[config.mk]
export PLATFORM = sky130hd
export DESIGN_NAME = script_lexer_token_scanner
export DESIGN_NICKNAME = d
export VERILOG_FILES = /design/src/hw/rtl/lsc_pkg.sv /design/src/hw/rtl/lsc_front.sv /design/src/hw/rtl/lsc_queue.sv /design/src/hw/rtl/lsc_back.sv /design/src/hw/rtl/script_lexer_token_scanner.sv
export SDC_FILE = /design/constraint.sdc
export NUM_CORES = 1
export LEC_CHECK = 0
export BUFFER_PORTS_ARGS = -buffer_cell sky130_fd_sc_hd__buf_2
export CAP_MARGIN = 20
export CELL_PAD_IN_SITES_DETAIL_PLACEMENT = 0
export CELL_PAD_IN_SITES_GLOBAL_PLACEMENT = 1
export CORE_MARGIN = 1
export CORE_UTILIZATION = 46
export CTS_BUF_LIST = sky130_fd_sc_hd__clkbuf_16
export CTS_CLUSTER_DIAMETER = 200
export DETAILED_ROUTE_END_ITERATION = 7
export PLACE_DENSITY_LB_ADDON = 0.3
export SETUP_SLACK_MARGIN = 0.4
export SLEW_MARGIN = 20
export SYNTH_ARGS = -nofsm -noshare
export SYNTH_HDL_FRONTEND = slang
export SYNTH_SLANG_ARGS = --single-unit
[constraint.sdc]
create_clock -name clock -period 13.79 [get_ports clock]
set_input_delay 2.758 -clock clock [delete_from_list [all_inputs] [get_ports clock]]
set_output_delay 2.758 -clock clock [all_outputs]
set_load 0.01 [all_outputs]
[src/hw/rtl/lsc_pkg.sv]
package lsc_pkg;

   localparam logic [5:0] K_LPAREN  = 6'd0;
   localparam logic [5:0] K_RPAREN  = 6'd1;
   localparam logic [5:0] K_LBRACE  = 6'd2;
   localparam logic [5:0] K_RBRACE  = 6'd3;
   localparam logic [5:0] K_COMMA   = 6'd4;
   localparam logic [5:0] K_DOT     = 6'd5;
   localparam logic [5:0] K_MINUS   = 6'd6;
   localparam logic [5:0] K_PLUS    = 6'd7;
   localparam logic [5:0] K_SEMI    = 6'd8;
   localparam logic [5:0] K_SLASH   = 6'd9;
   localparam logic [5:0] K_STAR    = 6'd10;
   localparam logic [5:0] K_BANG    = 6'd11;
   localparam logic [5:0] K_EQUAL   = 6'd13;
   localparam logic [5:0] K_GREATER = 6'd15;
   localparam logic [5:0] K_LESS    = 6'd17;
   localparam logic [5:0] K_IDENT   = 6'd19;
   localparam logic [5:0] K_STRING  = 6'd20;
   localparam logic [5:0] K_NUMBER  = 6'd21;
   localparam logic [5:0] K_EOF     = 6'd38;
   localparam logic [5:0] K_ERROR   = 6'd39;

   localparam logic [1:0] E_NONE       = 2'd0;
   localparam logic [1:0] E_UNEXPECTED = 2'd1;
   localparam logic [1:0] E_UNTERM     = 2'd2;

   localparam int WORD_DEPTH  = 6;
   localparam int QUEUE_DEPTH = 2;
   localparam int MAX_TOKENS  = 3;

   typedef enum logic [3:0] {
      M_IDLE, M_BANG, M_EQUAL, M_LESS, M_GREATER, M_SLASH, M_LCOMMENT,
      M_BCOMMENT, M_STRING, M_NUM_INT, M_NUM_DOT, M_NUM_FRAC, M_IDENT
   } mode_type;

   typedef struct packed {
      logic [5:0]  kind;
      logic [15:0] start;
      logic [15:0] len;
      logic [15:0] line;
      logic [1:0]  err;
   } token_type;

   typedef struct packed {
      logic [1:0]                     count;
      token_type [MAX_TOKENS-1:0]     tok;
   } bundle_type;

   // keywords with their first byte in the low byte
   localparam logic [15:0][47:0] KW_WORD = '{
      48'("elihw"), 48'("rav"), 48'("eurt"), 48'("siht"),
      48'("repus"), 48'("nruter"), 48'("tnirPd"), 48'("ro"),
      48'("lin"), 48'("fi"), 48'("rof"), 48'("nuf"),
      48'("eslaf"), 48'("esle"), 48'("ssalc"), 48'("dna")
   };
   localparam logic [15:0][2:0] KW_LEN = '{
      3'd5, 3'd3, 3'd4, 3'd4, 3'd5, 3'd6, 3'd6, 3'd2,
      3'd3, 3'd2, 3'd3, 3'd3, 3'd5, 3'd4, 3'd5, 3'd3
   };

   function automatic logic is_digit(input logic [7:0] c);
      return c >= "0" && c <= "9";
   endfunction

   function automatic logic is_alpha(input logic [7:0] c);
      return (c >= "a" && c <= "z") || (c >= "A" && c <= "Z") || c == "_";
   endfunction

   function automatic logic [15:0] sat16(input logic [31:0] v);
      return (v > 32'hFFFF) ? 16'hFFFF : v[15:0];
   endfunction

   function automatic logic [5:0] word_kind(input logic [47:0] w, input logic [15:0] len);
      logic [47:0] mask;
      logic [5:0]  k;
      mask = '0;
      k = K_IDENT;
      for (int i = 0; i < WORD_DEPTH; i++) begin
         if (16'(i) < len) mask[8*i +: 8] = 8'hFF;
      end
      for (int i = 0; i < 16; i++) begin
         if (len == 16'(KW_LEN[i]) && (w & mask) == KW_WORD[i]) k = 6'(22 + i);
      end
      return k;
   endfunction

   function automatic mode_type idle_mode(input logic [7:0] c);
      mode_type m;
      case (c)
         "!": m = M_BANG;
         "=": m = M_EQUAL;
         "<": m = M_LESS;
         ">": m = M_GREATER;
         "/": m = M_SLASH;
         "\"": m = M_STRING;
         default: begin
            if (is_digit(c)) m = M_NUM_INT;
            else if (is_alpha(c)) m = M_IDENT;
            else m = M_IDLE;
         end
      endcase
      return m;
   endfunction

   // single-byte token started from idle: {emits, kind}
   function automatic logic [6:0] idle_emit(input logic [7:0] c);
      logic [6:0] r;
      case (c)
         "(": r = {1'b1, K_LPAREN};
         ")": r = {1'b1, K_RPAREN};
         "{": r = {1'b1, K_LBRACE};
         "}": r = {1'b1, K_RBRACE};
         ",": r = {1'b1, K_COMMA};
         ".": r = {1'b1, K_DOT};
         "-": r = {1'b1, K_MINUS};
         "+": r = {1'b1, K_PLUS};
         ";": r = {1'b1, K_SEMI};
         "*": r = {1'b1, K_STAR};
         "!", "=", "<", ">", "/", "\"", " ", "\r", "\t", "\n": r = {1'b0, K_IDENT};
         default: begin
            if (is_digit(c) || is_alpha(c)) r = {1'b0, K_IDENT};
            else r = {1'b1, K_ERROR};
         end
      endcase
      return r;
   endfunction

   function automatic logic [5:0] op_kind(input mode_type m);
      logic [5:0] k;
      case (m)
         M_BANG:  k = K_BANG;
         M_EQUAL: k = K_EQUAL;
         M_LESS:  k = K_LESS;
         default: k = K_GREATER;
      endcase
      return k;
   endfunction

endpackage

[src/hw/rtl/lsc_front.sv]
module lsc_front import lsc_pkg::*; #(
   parameter int POSITION_WIDTH = 16,
   parameter int LINE_WIDTH = 16
) (
   input  logic       clock,
   input  logic       reset,
   input  logic       fire,
   input  logic [7:0] ch,
   input  logic       eos,
   output bundle_type bundle
);

   localparam logic [POSITION_WIDTH-1:0] POS_MAX  = '1;
   localparam logic [LINE_WIDTH-1:0]     LINE_MAX = '1;

   mode_type                  mode_ff, mode_in;
   logic [POSITION_WIDTH-1:0] start_ff, start_in, offset_ff, offset_in, next_off, dot_pos;
   logic [LINE_WIDTH-1:0]     line_ff, line_in, line_inc;
   logic [47:0]               word_ff, word_in;
   logic [15:0]               wlen_ff, wlen_in;
   logic                      star_ff, star_in;
   logic                      is_op, restart, do_flush;
   logic [6:0]                single;

   function automatic token_type mk(input logic [5:0] k, input logic [POSITION_WIDTH-1:0] s,
                                    input logic [POSITION_WIDTH-1:0] e, input logic [1:0] er);
      token_type t;
      logic [POSITION_WIDTH-1:0] d;
      d = (e >= s) ? e - s : '0;
      t.kind  = k;
      t.start = sat16(32'(s));
      t.len   = sat16(32'(d));
      t.line  = sat16(32'(line_ff));
      t.err   = er;
      return t;
   endfunction

   assign next_off = (offset_ff == POS_MAX) ? offset_ff : offset_ff + 1'b1;
   assign line_inc = (line_ff == LINE_MAX) ? line_ff : line_ff + 1'b1;
   assign dot_pos  = (offset_ff > start_ff) ? offset_ff - 1'b1 : start_ff;
   assign is_op    = mode_ff == M_BANG || mode_ff == M_EQUAL || mode_ff == M_LESS ||
                     mode_ff == M_GREATER;
   assign single   = idle_emit(ch);

   always_comb begin
      case (mode_ff)
         M_IDLE:     restart = 1'b1;
         M_BANG, M_EQUAL, M_LESS, M_GREATER: restart = ch != "=";
         M_SLASH:    restart = ch != "/" && ch != "*";
         M_LCOMMENT: restart = ch == "\n";
         M_NUM_INT:  restart = !is_digit(ch) && ch != ".";
         M_NUM_DOT, M_NUM_FRAC: restart = !is_digit(ch);
         M_IDENT:    restart = !is_digit(ch) && !is_alpha(ch);
         default:    restart = 1'b0;
      endcase
   end

   assign do_flush = eos ? (mode_ff != M_STRING) : restart;

   // next scan mode
   always_comb begin
      mode_in = mode_ff;
      if (fire) begin
         if (eos) begin
            mode_in = M_IDLE;
         end else if (restart) begin
            mode_in = idle_mode(ch);
         end else begin
            case (mode_ff)
               M_BANG, M_EQUAL, M_LESS, M_GREATER: mode_in = M_IDLE;
               M_SLASH:    mode_in = (ch == "/") ? M_LCOMMENT : M_BCOMMENT;
               M_BCOMMENT: if (star_ff && ch == "/") mode_in = M_IDLE;
               M_STRING:   if (ch == "\"") mode_in = M_IDLE;
               M_NUM_INT:  if (ch == ".") mode_in = M_NUM_DOT;
               M_NUM_DOT:  mode_in = M_NUM_FRAC;
               default:    mode_in = mode_ff;
            endcase
         end
      end
   end

   // tokens caused by this byte
   always_comb begin
      logic [1:0] n;
      n = '0;
      bundle = '0;
      if (eos && mode_ff == M_STRING) begin
         bundle.tok[n] = mk(K_ERROR, start_ff, offset_ff, E_UNTERM);
         n = n + 1'b1;
      end
      if (!eos && is_op && ch == "=") begin
         bundle.tok[n] = mk(op_kind(mode_ff) + 6'd1, start_ff, next_off, E_NONE);
         n = n + 1'b1;
      end
      if (!eos && mode_ff == M_STRING && ch == "\"") begin
         bundle.tok[n] = mk(K_STRING, start_ff, next_off, E_NONE);
         n = n + 1'b1;
      end
      if (do_flush) begin
         case (mode_ff)
            M_BANG, M_EQUAL, M_LESS, M_GREATER: begin
               bundle.tok[n] = mk(op_kind(mode_ff), start_ff, offset_ff, E_NONE);
               n = n + 1'b1;
            end
            M_SLASH: begin
               bundle.tok[n] = mk(K_SLASH, start_ff, offset_ff, E_NONE);
               n = n + 1'b1;
            end
            M_NUM_INT, M_NUM_FRAC: begin
               bundle.tok[n] = mk(K_NUMBER, start_ff, offset_ff, E_NONE);
               n = n + 1'b1;
            end
            M_NUM_DOT: begin
               bundle.tok[n] = mk(K_NUMBER, start_ff, dot_pos, E_NONE);
               n = n + 1'b1;
               bundle.tok[n] = mk(K_DOT, dot_pos, offset_ff, E_NONE);
               n = n + 1'b1;
            end
            M_IDENT: begin
               bundle.tok[n] = mk(word_kind(word_ff, wlen_ff), start_ff, offset_ff, E_NONE);
               n = n + 1'b1;
            end
            default: ;
         endcase
      end
      if (eos) begin
         bundle.tok[n] = mk(K_EOF, offset_ff, offset_ff, E_NONE);
         n = n + 1'b1;
      end else if (restart && single[6]) begin
         bundle.tok[n] = mk(single[5:0], offset_ff, next_off,
                            (single[5:0] == K_ERROR) ? E_UNEXPECTED : E_NONE);
         n = n + 1'b1;
      end
      bundle.count = n;
   end

   // position, line and word state
   always_comb begin
      start_in  = start_ff;
      offset_in = offset_ff;
      line_in   = line_ff;
      word_in   = word_ff;
      wlen_in   = wlen_ff;
      star_in   = star_ff;
      if (fire) begin
         if (eos) begin
            start_in  = '0;
            offset_in = '0;
            line_in   = LINE_WIDTH'(1);
            wlen_in   = '0;
            star_in   = 1'b0;
         end else begin
            offset_in = next_off;
            if (restart) begin
               start_in = offset_ff;
               if (ch == "\n") line_in = line_inc;
               if (is_alpha(ch)) begin
                  word_in[7:0] = ch;
                  wlen_in      = 16'd1;
               end
            end else begin
               case (mode_ff)
                  M_SLASH: star_in = 1'b0;
                  M_BCOMMENT: begin
                     if (ch == "\n") line_in = line_inc;
                     if (!(star_ff && ch == "/")) star_in = ch == "*";
                  end
                  M_STRING: if (ch == "\n") line_in = line_inc;
                  M_IDENT: begin
                     if (wlen_ff < 16'(WORD_DEPTH)) word_in[8*wlen_ff[2:0] +: 8] = ch;
                     if (wlen_ff != 16'hFFFF) wlen_in = wlen_ff + 16'd1;
                  end
                  default: ;
               endcase
            end
         end
      end
   end

   always_ff @(posedge clock) begin
      if (reset) begin
         mode_ff   <= M_IDLE;
         start_ff  <= '0;
         offset_ff <= '0;
         line_ff   <= LINE_WIDTH'(1);
         wlen_ff   <= '0;
         star_ff   <= 1'b0;
      end else begin
         mode_ff   <= mode_in;
         start_ff  <= start_in;
         offset_ff <= offset_in;
         line_ff   <= line_in;
         wlen_ff   <= wlen_in;
         star_ff   <= star_in;
      end
   end

   always_ff @(posedge clock) begin
      word_ff <= word_in;
   end

endmodule

[src/hw/rtl/lsc_queue.sv]
module lsc_queue import lsc_pkg::*; (
   input  logic       clock,
   input  logic       reset,
   input  logic       push,
   input  bundle_type push_data,
   output logic       ready,
   input  logic       pop,
   output logic       valid,
   output bundle_type pop_data
);

   localparam int PW = $clog2(QUEUE_DEPTH);

   bundle_type             slot_ff [QUEUE_DEPTH];
   logic [PW-1:0]          wr_ff, wr_in, rd_ff, rd_in;
   logic [PW:0]            cnt_ff, cnt_in;

   assign ready    = cnt_ff != (PW+1)'(QUEUE_DEPTH);
   assign valid    = cnt_ff != '0;
   assign pop_data = slot_ff[rd_ff];

   always_comb begin
      wr_in  = wr_ff;
      rd_in  = rd_ff;
      cnt_in = cnt_ff;
      if (push && ready) begin
         wr_in  = (wr_ff == PW'(QUEUE_DEPTH-1)) ? '0 : wr_ff + 1'b1;
         cnt_in = cnt_in + 1'b1;
      end
      if (pop && valid) begin
         rd_in  = (rd_ff == PW'(QUEUE_DEPTH-1)) ? '0 : rd_ff + 1'b1;
         cnt_in = cnt_in - 1'b1;
      end
   end

   always_ff @(posedge clock) begin
      if (reset) begin
         wr_ff  <= '0;
         rd_ff  <= '0;
         cnt_ff <= '0;
      end else begin
         wr_ff  <= wr_in;
         rd_ff  <= rd_in;
         cnt_ff <= cnt_in;
      end
   end

   always_ff @(posedge clock) begin
      if (push && ready) slot_ff[wr_ff] <= push_data;
   end

endmodule

[src/hw/rtl/lsc_back.sv]
module lsc_back import lsc_pkg::*; (
   input  logic        clock,
   input  logic        reset,
   input  logic        q_valid,
   input  bundle_type  q_data,
   output logic        q_pop,
   output logic        rsp_valid,
   input  logic        rsp_ready,
   output logic [5:0]  rsp_token_kind,
   output logic [15:0] rsp_start_offset,
   output logic [15:0] rsp_text_length,
   output logic [15:0] rsp_line_number,
   output logic [1:0]  rsp_error_code,
   output logic        rsp_last_of_run
);

   bundle_type hold_ff, hold_in;
   logic       has_ff, has_in;
   logic [1:0] idx_ff, idx_in;
   logic       last, done, take;
   token_type  cur;

   assign cur       = hold_ff.tok[idx_ff];
   assign last      = idx_ff == hold_ff.count - 2'd1;
   assign done      = has_ff && rsp_ready && last;
   assign take      = q_valid && (!has_ff || done);
   assign q_pop     = take;
   assign rsp_valid = has_ff;

   assign rsp_token_kind   = cur.kind;
   assign rsp_start_offset = cur.start;
   assign rsp_text_length  = cur.len;
   assign rsp_line_number  = cur.line;
   assign rsp_error_code   = cur.err;
   assign rsp_last_of_run  = last;

   always_comb begin
      hold_in = hold_ff;
      has_in  = has_ff;
      idx_in  = idx_ff;
      if (take) begin
         hold_in = q_data;
         has_in  = 1'b1;
         idx_in  = '0;
      end else if (done) begin
         has_in  = 1'b0;
      end else if (has_ff && rsp_ready) begin
         idx_in  = idx_ff + 2'd1;
      end
   end

   always_ff @(posedge clock) begin
      if (reset) begin
         has_ff <= 1'b0;
         idx_ff <= '0;
      end else begin
         has_ff <= has_in;
         idx_ff <= idx_in;
      end
   end

   always_ff @(posedge clock) begin
      hold_ff <= hold_in;
   end

   a_err_kind: assert property (@(posedge clock) disable iff (reset)
      rsp_valid && rsp_error_code != E_NONE |-> rsp_token_kind == K_ERROR)
      else $error("error code on a non-error token");

   a_eof_last: assert property (@(posedge clock) disable iff (reset)
      rsp_valid && rsp_token_kind == K_EOF |-> rsp_last_of_run)
      else $error("eof is not the last token of its run");

   a_idx_range: assert property (@(posedge clock) disable iff (reset)
      has_ff |-> hold_ff.count != 2'd0 && idx_ff < hold_ff.count)
      else $error("token index beyond bundle");

endmodule

[src/hw/rtl/script_lexer_token_scanner.sv]
// streaming lexical scanner: one source byte per req_ transfer, tokens on rsp_
// req_ch carries a byte; req_end_of_source flushes any pending token, emits
// eof and returns the scanner to its reset state for the next source
// each byte causes zero to three tokens; the last token of a byte has
// rsp_last_of_run set, a byte that causes none produces no transfer
// throughput: one byte per cycle while the result side keeps up; a byte that
// causes k tokens occupies the result port for k transfers
// a byte's tokens pass through the bundle queue and then the output register
// before they appear on rsp_
// the scanner classifies each byte combinationally, one-byte lookahead held as
// scan mode; the back end serializes a bundle at one token per rsp_ready cycle
// reset clears scan mode, offsets, line (to one) and empties the queue
// when rsp_ready is low the output register holds, the queue fills and then
// req_ready drops until room opens up again
module script_lexer_token_scanner import lsc_pkg::*; #(
   parameter int POSITION_WIDTH = 16,
   parameter int LINE_WIDTH = 16
) (
   input  logic        clock,
   input  logic        reset,
   input  logic        req_valid,
   output logic        req_ready,
   input  logic [7:0]  req_ch,
   input  logic        req_end_of_source,
   output logic        rsp_valid,
   input  logic        rsp_ready,
   output logic [5:0]  rsp_token_kind,
   output logic [15:0] rsp_start_offset,
   output logic [15:0] rsp_text_length,
   output logic [15:0] rsp_line_number,
   output logic [1:0]  rsp_error_code,
   output logic        rsp_last_of_run
);

   logic       fire, q_ready, q_valid, q_pop;
   bundle_type front_bundle, q_data;

   // a byte is taken whenever the queue has room
   assign req_ready = q_ready;
   assign fire      = req_valid && req_ready;

   lsc_front #(
      .POSITION_WIDTH(POSITION_WIDTH),
      .LINE_WIDTH(LINE_WIDTH)
   ) u_front (
      .clock  (clock),
      .reset  (reset),
      .fire   (fire),
      .ch     (req_ch),
      .eos    (req_end_of_source),
      .bundle (front_bundle)
   );

   // only bytes that produce tokens enter the queue
   lsc_queue u_queue (
      .clock     (clock),
      .reset     (reset),
      .push      (fire && front_bundle.count != 2'd0),
      .push_data (front_bundle),
      .ready     (q_ready),
      .pop       (q_pop),
      .valid     (q_valid),
      .pop_data  (q_data)
   );

   lsc_back u_back (
      .clock            (clock),
      .reset            (reset),
      .q_valid          (q_valid),
      .q_data           (q_data),
      .q_pop            (q_pop),
      .rsp_valid        (rsp_valid),
      .rsp_ready        (rsp_ready),
      .rsp_token_kind   (rsp_token_kind),
      .rsp_start_offset (rsp_start_offset),
      .rsp_text_length  (rsp_text_length),
      .rsp_line_number  (rsp_line_number),
      .rsp_error_code   (rsp_error_code),
      .rsp_last_of_run  (rsp_last_of_run)
   );

endmodule

### Yosys cells after proc, flatten, opt, wreduce, memory -nomap -nowiden

Memories as Yosys holds them, arrays and structs flattened. A register that Yosys moved wholly into a read port is not among the register bits.
Cells that the tools add are included.

* bits in registers: 124
* memory bits (writable): 340
* input bits: 13
* output and inout port bits: 59
* word-level logic and storage cells: 354
* memories: 1

* add/sub/neg operators: 23
* magnitude comparators: 31
* equality and inequality tests: 72
* shift operators: 2
* muxes and demuxes: 129
* bitwise gates (word level): 4
* reductions and logical operators: 79

Memories
* u_queue.slot_ff: words 2, width 170, read ports 1, clocked after Yosys merged registers in 1, wr ports 1, line lsc_queue.sv:14 `bundle_type slot_ff [QUEUE_DEPTH];`

Operators by type and width (number)
* $bwmux 168: 10
* $mux 168: 5
* $pmux 168 s5: 1
* $demux 56 s2: 5
* $mux 56: 7
* $mux 16: 21
* $eq 48x23->1 const B: 5
* $eq 48x39->1 const B: 4
* $mux 8: 22
* $eq 48x31->1 const B: 3
* $eq 8x6->1 const B: 15
* $bmux 56 s2: 1
* $eq 48x15->1 const B: 2
* $eq 48x47->1 const B: 2
* $ge 16x16->1: 6
* $sub 16x16->16: 6
* $pmux 7 s11: 1
* $mux 6: 11
* $mux 4: 15
* $add 16x1->16 const B: 3
* $and 48x48->48: 1
* $bwmux 48: 1
* $eq 16x3->1 const B: 3
* $pmux 4 s6: 2
* other kinds (62): 188

### Depth between registers and ports, before layout

* depth in word-level cells: 36
* gate-level depth with buffers: 25
* depth with buffers taken out: 22

### Cells and area by module

From an unflattened synthesis, not the netlist that was laid out.

* cell total of the unflattened synthesis: 3517
* area, all modules: 37139.4 um^2

By module, submodules not included
* lsc_front: instances 1, cells each 2569, area each 17704.5 um^2, seq. area each 2822.7 um^2
* lsc_queue: instances 1, cells each 563, area each 12944.9 um^2, seq. area each 10309.9 um^2
* lsc_back: instances 1, cells each 383, area each 6473.7 um^2, seq. area each 5165.0 um^2
* script_lexer_token_scanner: instances 1, cells each 2, area each 16.3 um^2, seq. area each 0.0 um^2

### Least setup slack after synthesis

No wires, ideal clock.

* path type: input-to-reg
* from: input req_ch[4]
* to: memory u_queue.slot_ff[0][0] in the netlist's numbering (enable)
* setup time: 718 ps
* arrival: 13838 ps
* required time: 13072 ps
* path slack: -767 ps
* cell stages on the path: 12
* buffers on the path: 1
* path through: or4b_1 -> buf_2 -> or3_1 -> nor3_2 -> fa_1 -> ha_1 -> o22ai_1 -> a22oi_1 -> ha_1 -> nor4b_1 -> a211oi_4 -> nor2b_1

* cells in the longest elaborated chain, start to end: 17
* elaborated cells on any way between the ends: 65
* those cells by class: 4 x add/sub; 6 x order compare; 25 x eq/ne; 12 x mux; 18 x reduce/logical

RTL lines
* start: declaration: line script_lexer_token_scanner.sv:23 `input logic [7:0] req_ch,`
* $eq 8x6->1 (tied with other cells): line lsc_pkg.sv:109, lsc_front.sv:91
* $logic_and 1x1->1 (on tied branches): line lsc_front.sv:91, lsc_pkg.sv:67
* $mux 2 / $logic_or 1x1->1 (equally long branches): line lsc_front.sv:91, lsc_pkg.sv:67
* $add 2x1->2 / $logic_or 1x1->1 (equally long branches): line lsc_front.sv:97, lsc_pkg.sv:67
* $mux 2 / $logic_not 1->1 (equally long branches): line lsc_front.sv:95, lsc_front.sv:53
* $add 2x1->2 / $logic_and 1x1->1 (equally long branches)
* $add 2x1->2 / $pmux 1 s7 (equally long branches): line lsc_front.sv:117, lsc_front.sv:46
* $pmux 2 s2 / $mux 1 (equally long branches): line lsc_front.sv:100, lsc_front.sv:58
* $mux 2: line lsc_front.sv:99 `if (do_flush) begin`
* $add 2x1->2: line lsc_front.sv:128, lsc_front.sv:132
* $mux 2: line lsc_front.sv:129 `end else if (restart && single[6]) begin`
* $mux 2 *: line lsc_front.sv:126 `if (eos) begin`
* $reduce_bool 2->1 *: line script_lexer_token_scanner.sv:58 `.push (fire && front_bundle.count != 2'd0),`
* $logic_and 1x1->1 *: line script_lexer_token_scanner.sv:58
* $logic_and 1x1->1 *: line lsc_queue.sv:49 `if (push && ready) slot_ff[wr_ff] <= push_data;`
* $mux 1 *: line lsc_queue.sv:49
* $mux 1 (implied by the code) *: line lsc_queue.sv:49
* end: declaration: line lsc_queue.sv:14

Every way passes the cells marked *; elsewhere a longest branch is shown, timed or not.

### Worst setup path in the final report

* from: input req_end_of_source
* to: memory u_queue.slot_ff[1][21] in the netlist's numbering (enable)

* cells in the longest elaborated chain, start to end: 18
* elaborated cells on any way between the ends: 24
* those cells by class: 5 x add/sub; 10 x mux; 9 x reduce/logical

RTL lines
* start: declaration: line script_lexer_token_scanner.sv:24 `input logic req_end_of_source,`
* $logic_and 1x1->1 / $logic_not 1->1 (equally long branches): line lsc_front.sv:87, lsc_front.sv:91, lsc_front.sv:95
* $mux 1 / $logic_and 1x1->1 (equally long branches): line lsc_front.sv:87, lsc_front.sv:91
* $add 1x1->2 / $logic_and 1x1->1 (equally long branches): line lsc_front.sv:93, lsc_front.sv:91
* $mux 2: line lsc_front.sv:91 `if (!eos && is_op && ch == "=") begin`
* $add 2x1->2: line lsc_front.sv:97 `n = n + 1'b1;`
* $mux 2: line lsc_front.sv:95 `if (!eos && mode_ff == M_STRING && ch == "\"") begin`
* $add 2x1->2
* $add 2x1->2: line lsc_front.sv:117 `n = n + 1'b1;`
* [... 2 more ...]
* $add 2x1->2: line lsc_front.sv:128, lsc_front.sv:132
* $mux 2: line lsc_front.sv:129
* $mux 2 *: line lsc_front.sv:126
* $reduce_bool 2->1 *: line script_lexer_token_scanner.sv:58
* $logic_and 1x1->1 *: line script_lexer_token_scanner.sv:58
* $logic_and 1x1->1 *: line lsc_queue.sv:49
* $mux 1 *: line lsc_queue.sv:49
* $mux 1 (implied by the code) *: line lsc_queue.sv:49

Marked as above.

==> run metrics <==
status finished clean; post-synthesis async set-or-reset flop share 0%; number of port buffers 71; share of cells above drive strength 1 13.50%; Core Rows 101; via count 29220; EDFF count, synth 552; crit path kind in2reg; clock-pin slew on the worst setup and hold paths 0.06 ns; via count of the first global-routing pass 27020; busiest grt layer met1; mapped cell area 0.03566 mm^2; Core ar. 0.07633 mm^2; Slew headroom 22.84%; Ys Warns 0; total CTS buffers 69; CP max FO 68; Slew @ Worst Pin 1.145 ns; Required @ worst endpoint 14.03 ns; Peak VDD IR 111.1 uV; GRT Util Overall 32.91%; syn avg cell area 10.57 um^2; CP arrival 9.03 ns; combinational share of power 28.2%; max-slew violation count 0; CTS tree yes; final setup vio count 0; crit path time final 8.791 ns; 1st-iter DRT viols 3620; Worst Hold Slack 0.4814 ns; Final Hold Fails 0; nets 3520; Worst Setup End Kind flip-flop; Clk pwr share 28.5%; distinct cell type count of the synthesized netlist 93; clock root buffer clkbuf_16; fmax 0.1138 GHz; Clock Latency Late Sink 0.64 ns; starting density of the core 46.72%; sw frac 33.21%; Seq pwr share 43.4%; Synth Net Count 3493; pwr/cell area 160.1 mW/mm^2; Internal 4.220 mW; CTS resizes 0; CTS sink count 628; Max-Cap Viols 0; I/O pins 72; maximum root-to-sink buffer count 3; WL/cell 29.34 um; Placer Congestion 1.048; setup tns final 0 ns; wire length of the first global-routing pass 187600 um; GRT met3 Usage 8.219%; setup bufs post-CTS 0; P_sw 2.098 mW; DIE AREA 0.07864 mm^2; detailed-placement wirelength estimate 96070 um; CP Launch Type input port; largest net degree at the start of global routing 169; post-DR vias/cell 6.516; unrepaired setup endpoints after global routing false; met1 Resource Use GR 49.14%; min-delay worst type reg2reg; LEAKAGE 13.51 nW; cts hold-fix bufs 0; Fin Clk Skew 0.04971 ns; GR Overflow Total 0; fin util 51.71%; total power 6.318 mW; synthesis-to-layout area growth 10.70%; period utilisation layout 63.75%; post-route ant nets 0; Max H-tree Level 3; drt drc 0; cells after synthesis 3373; routing usage on met2 46.60%; register area share after synthesis 50.75%; Routed WL 131600 um; antenna violations before repair 2; ys flop type edfxtp_1; Detailed Routing Iterations Pass 1 6; Yosys reg bits 628; die width 280.4 um; Die H 280.4 um
-- final timing paths --
check,startpoint,endpoint,slack (ns),cells after the start
setup / recovery,req_end_of_source,u_queue.slot_ff[1][21]$_DFFE_PP_,5.00,14
hold / removal,u_front.star_ff$_SDFFE_PP0P_,u_front.star_ff$_SDFFE_PP0P_,0.48,2
setup reg to reg,u_front.offset_ff[0]$_SDFFE_PP0P_,u_queue.slot_ff[1][78]$_DFFE_PP_,5.23,21
hold reg to reg,u_front.star_ff$_SDFFE_PP0P_,u_front.star_ff$_SDFFE_PP0P_,0.48,2
-- power by group through the flow --
| stage | Clock, mW | Combinational, mW | Sequential (mW) |
|---|---|---|---|
| 2_1_floorplan | 0 | 1.11 | 2.82 |
| 3_3_place_gp | 0 | 1.73 | 2.76 |
| 3_5_place_dp | 0 | 1.74 | 2.78 |
| 4_1_cts | 1.83 | 1.76 | 2.74 |
| 5_1_grt | 1.90 | 1.88 | 2.78 |
| 6_report | 1.80 | 1.78 | 2.74 |
-- cell families after synthesis --
group,synth area share (%)
compound gates,16.60
xor+xnor,2.407
fa+ha+maj,3.881
buf+inv,3.176
flops,50.75
mux,7.137
simple gates,16.04
-- routing by layer --
metal	vias to the layer above	routed length, um
met5	-	20
met4	4	4095
met3	236	13370
met2	1537	54460
met1	14520	59660
li1	12930	-
-- cell usage in the layout (no fill, tap or decap), drive strengths merged, types with 20 or more instances in the layout --
cell type and instances:
nand3 94, a21oi 199, buf 142, nor3b 20
nand4 43, mux2i 63, dfxtp 76, nor2 235
nand2b 29, ha 101, clkbuf 69, o21a 27
nor2b 46, nand2 290, a22oi 54, nor4 41
mux2 170, o21ai 227, inv 122, clkinv 37
or3 22, a31oi 28, xnor2 75, edfxtp 552
and2 107, nor3 75, a221oi 62, a21o 31
xor2 23, o22ai 29, and3 28, o31ai 21
-- worst max-delay path, cell delays in order --
cell and delay, ns:
buf_2 0.08, buf_4 0.44, inv_1 0.50, or2_2 0.58, inv_1 0.47, fa_1 0.60
ha_2 0.39, o22ai_1 0.09, a22oi_1 0.48, ha_1 0.34, nor4b_1 0.17, a211oi_4 0.38
and2_4 0.78, buf_4 0.83
-- cells in the mapped netlist, types with 43 or more instances --
cell / number / area [um^2]
edfxtp_1: 552 / 16580
nand2_1: 290 / 1089
nor2_1: 235 / 882.1
o21ai_0: 215 / 1076
a21oi_1: 197 / 986.0
mux2_2: 170 / 1914
clkbuf_1: 162 / 608.1
and2_1: 105 / 656.9
ha_1: 101 / 1264
inv_1: 101 / 379.1
nand3_1: 94 / 470.5
dfxtp_1: 76 / 1521
xnor2_1: 75 / 656.9
nor3_1: 74 / 370.4
mux2i_1: 63 / 630.6
a221oi_1: 62 / 543.0
a22oi_1: 54 / 405.4
nor2b_1: 46 / 287.8
nand4_1: 43 / 269.0
-- sequential cells by signal (all words and copies together), names as in the netlist, 2 cells and up --
register and flops:
u_queue.cnt_ff 2, u_front.mode_ff 4, u_queue.slot_ff 336, u_front.line_ff 16, u_front.wlen_ff 16, u_front.offset_ff 16
u_front.start_ff 16, u_front.word_ff 48, u_back.hold_ff 168, u_back.idx_ff 2
-- through the flow --
stage | instances | setup WS [ns] | area [um^2]
4_1_cts | 4482 | 5.077 | 39460
2_1_floorplan | 3373 | 1.532 | 35660
3_5_place_dp | 4358 | 4.420 | 37210
3_3_place_gp | 4357 | 4.555 | 37200
6_report | 4485 | 4.999 | 39470
5_1_grt | 4483 | 4.734 | 39470
-- area by class of cell --
type	count	area (um^2)
well taps	1030	1289
repair buffers	143	908.4
flip-flops and latches	628	18110
diodes	2	5.005
clock buffers	69	1727
clock inverters	55	516.7
inverters	109	409.1
multi-input cells	2449	16510
fillers	6838	36860
Note: power is estimated with default switching activity, not from simulation.
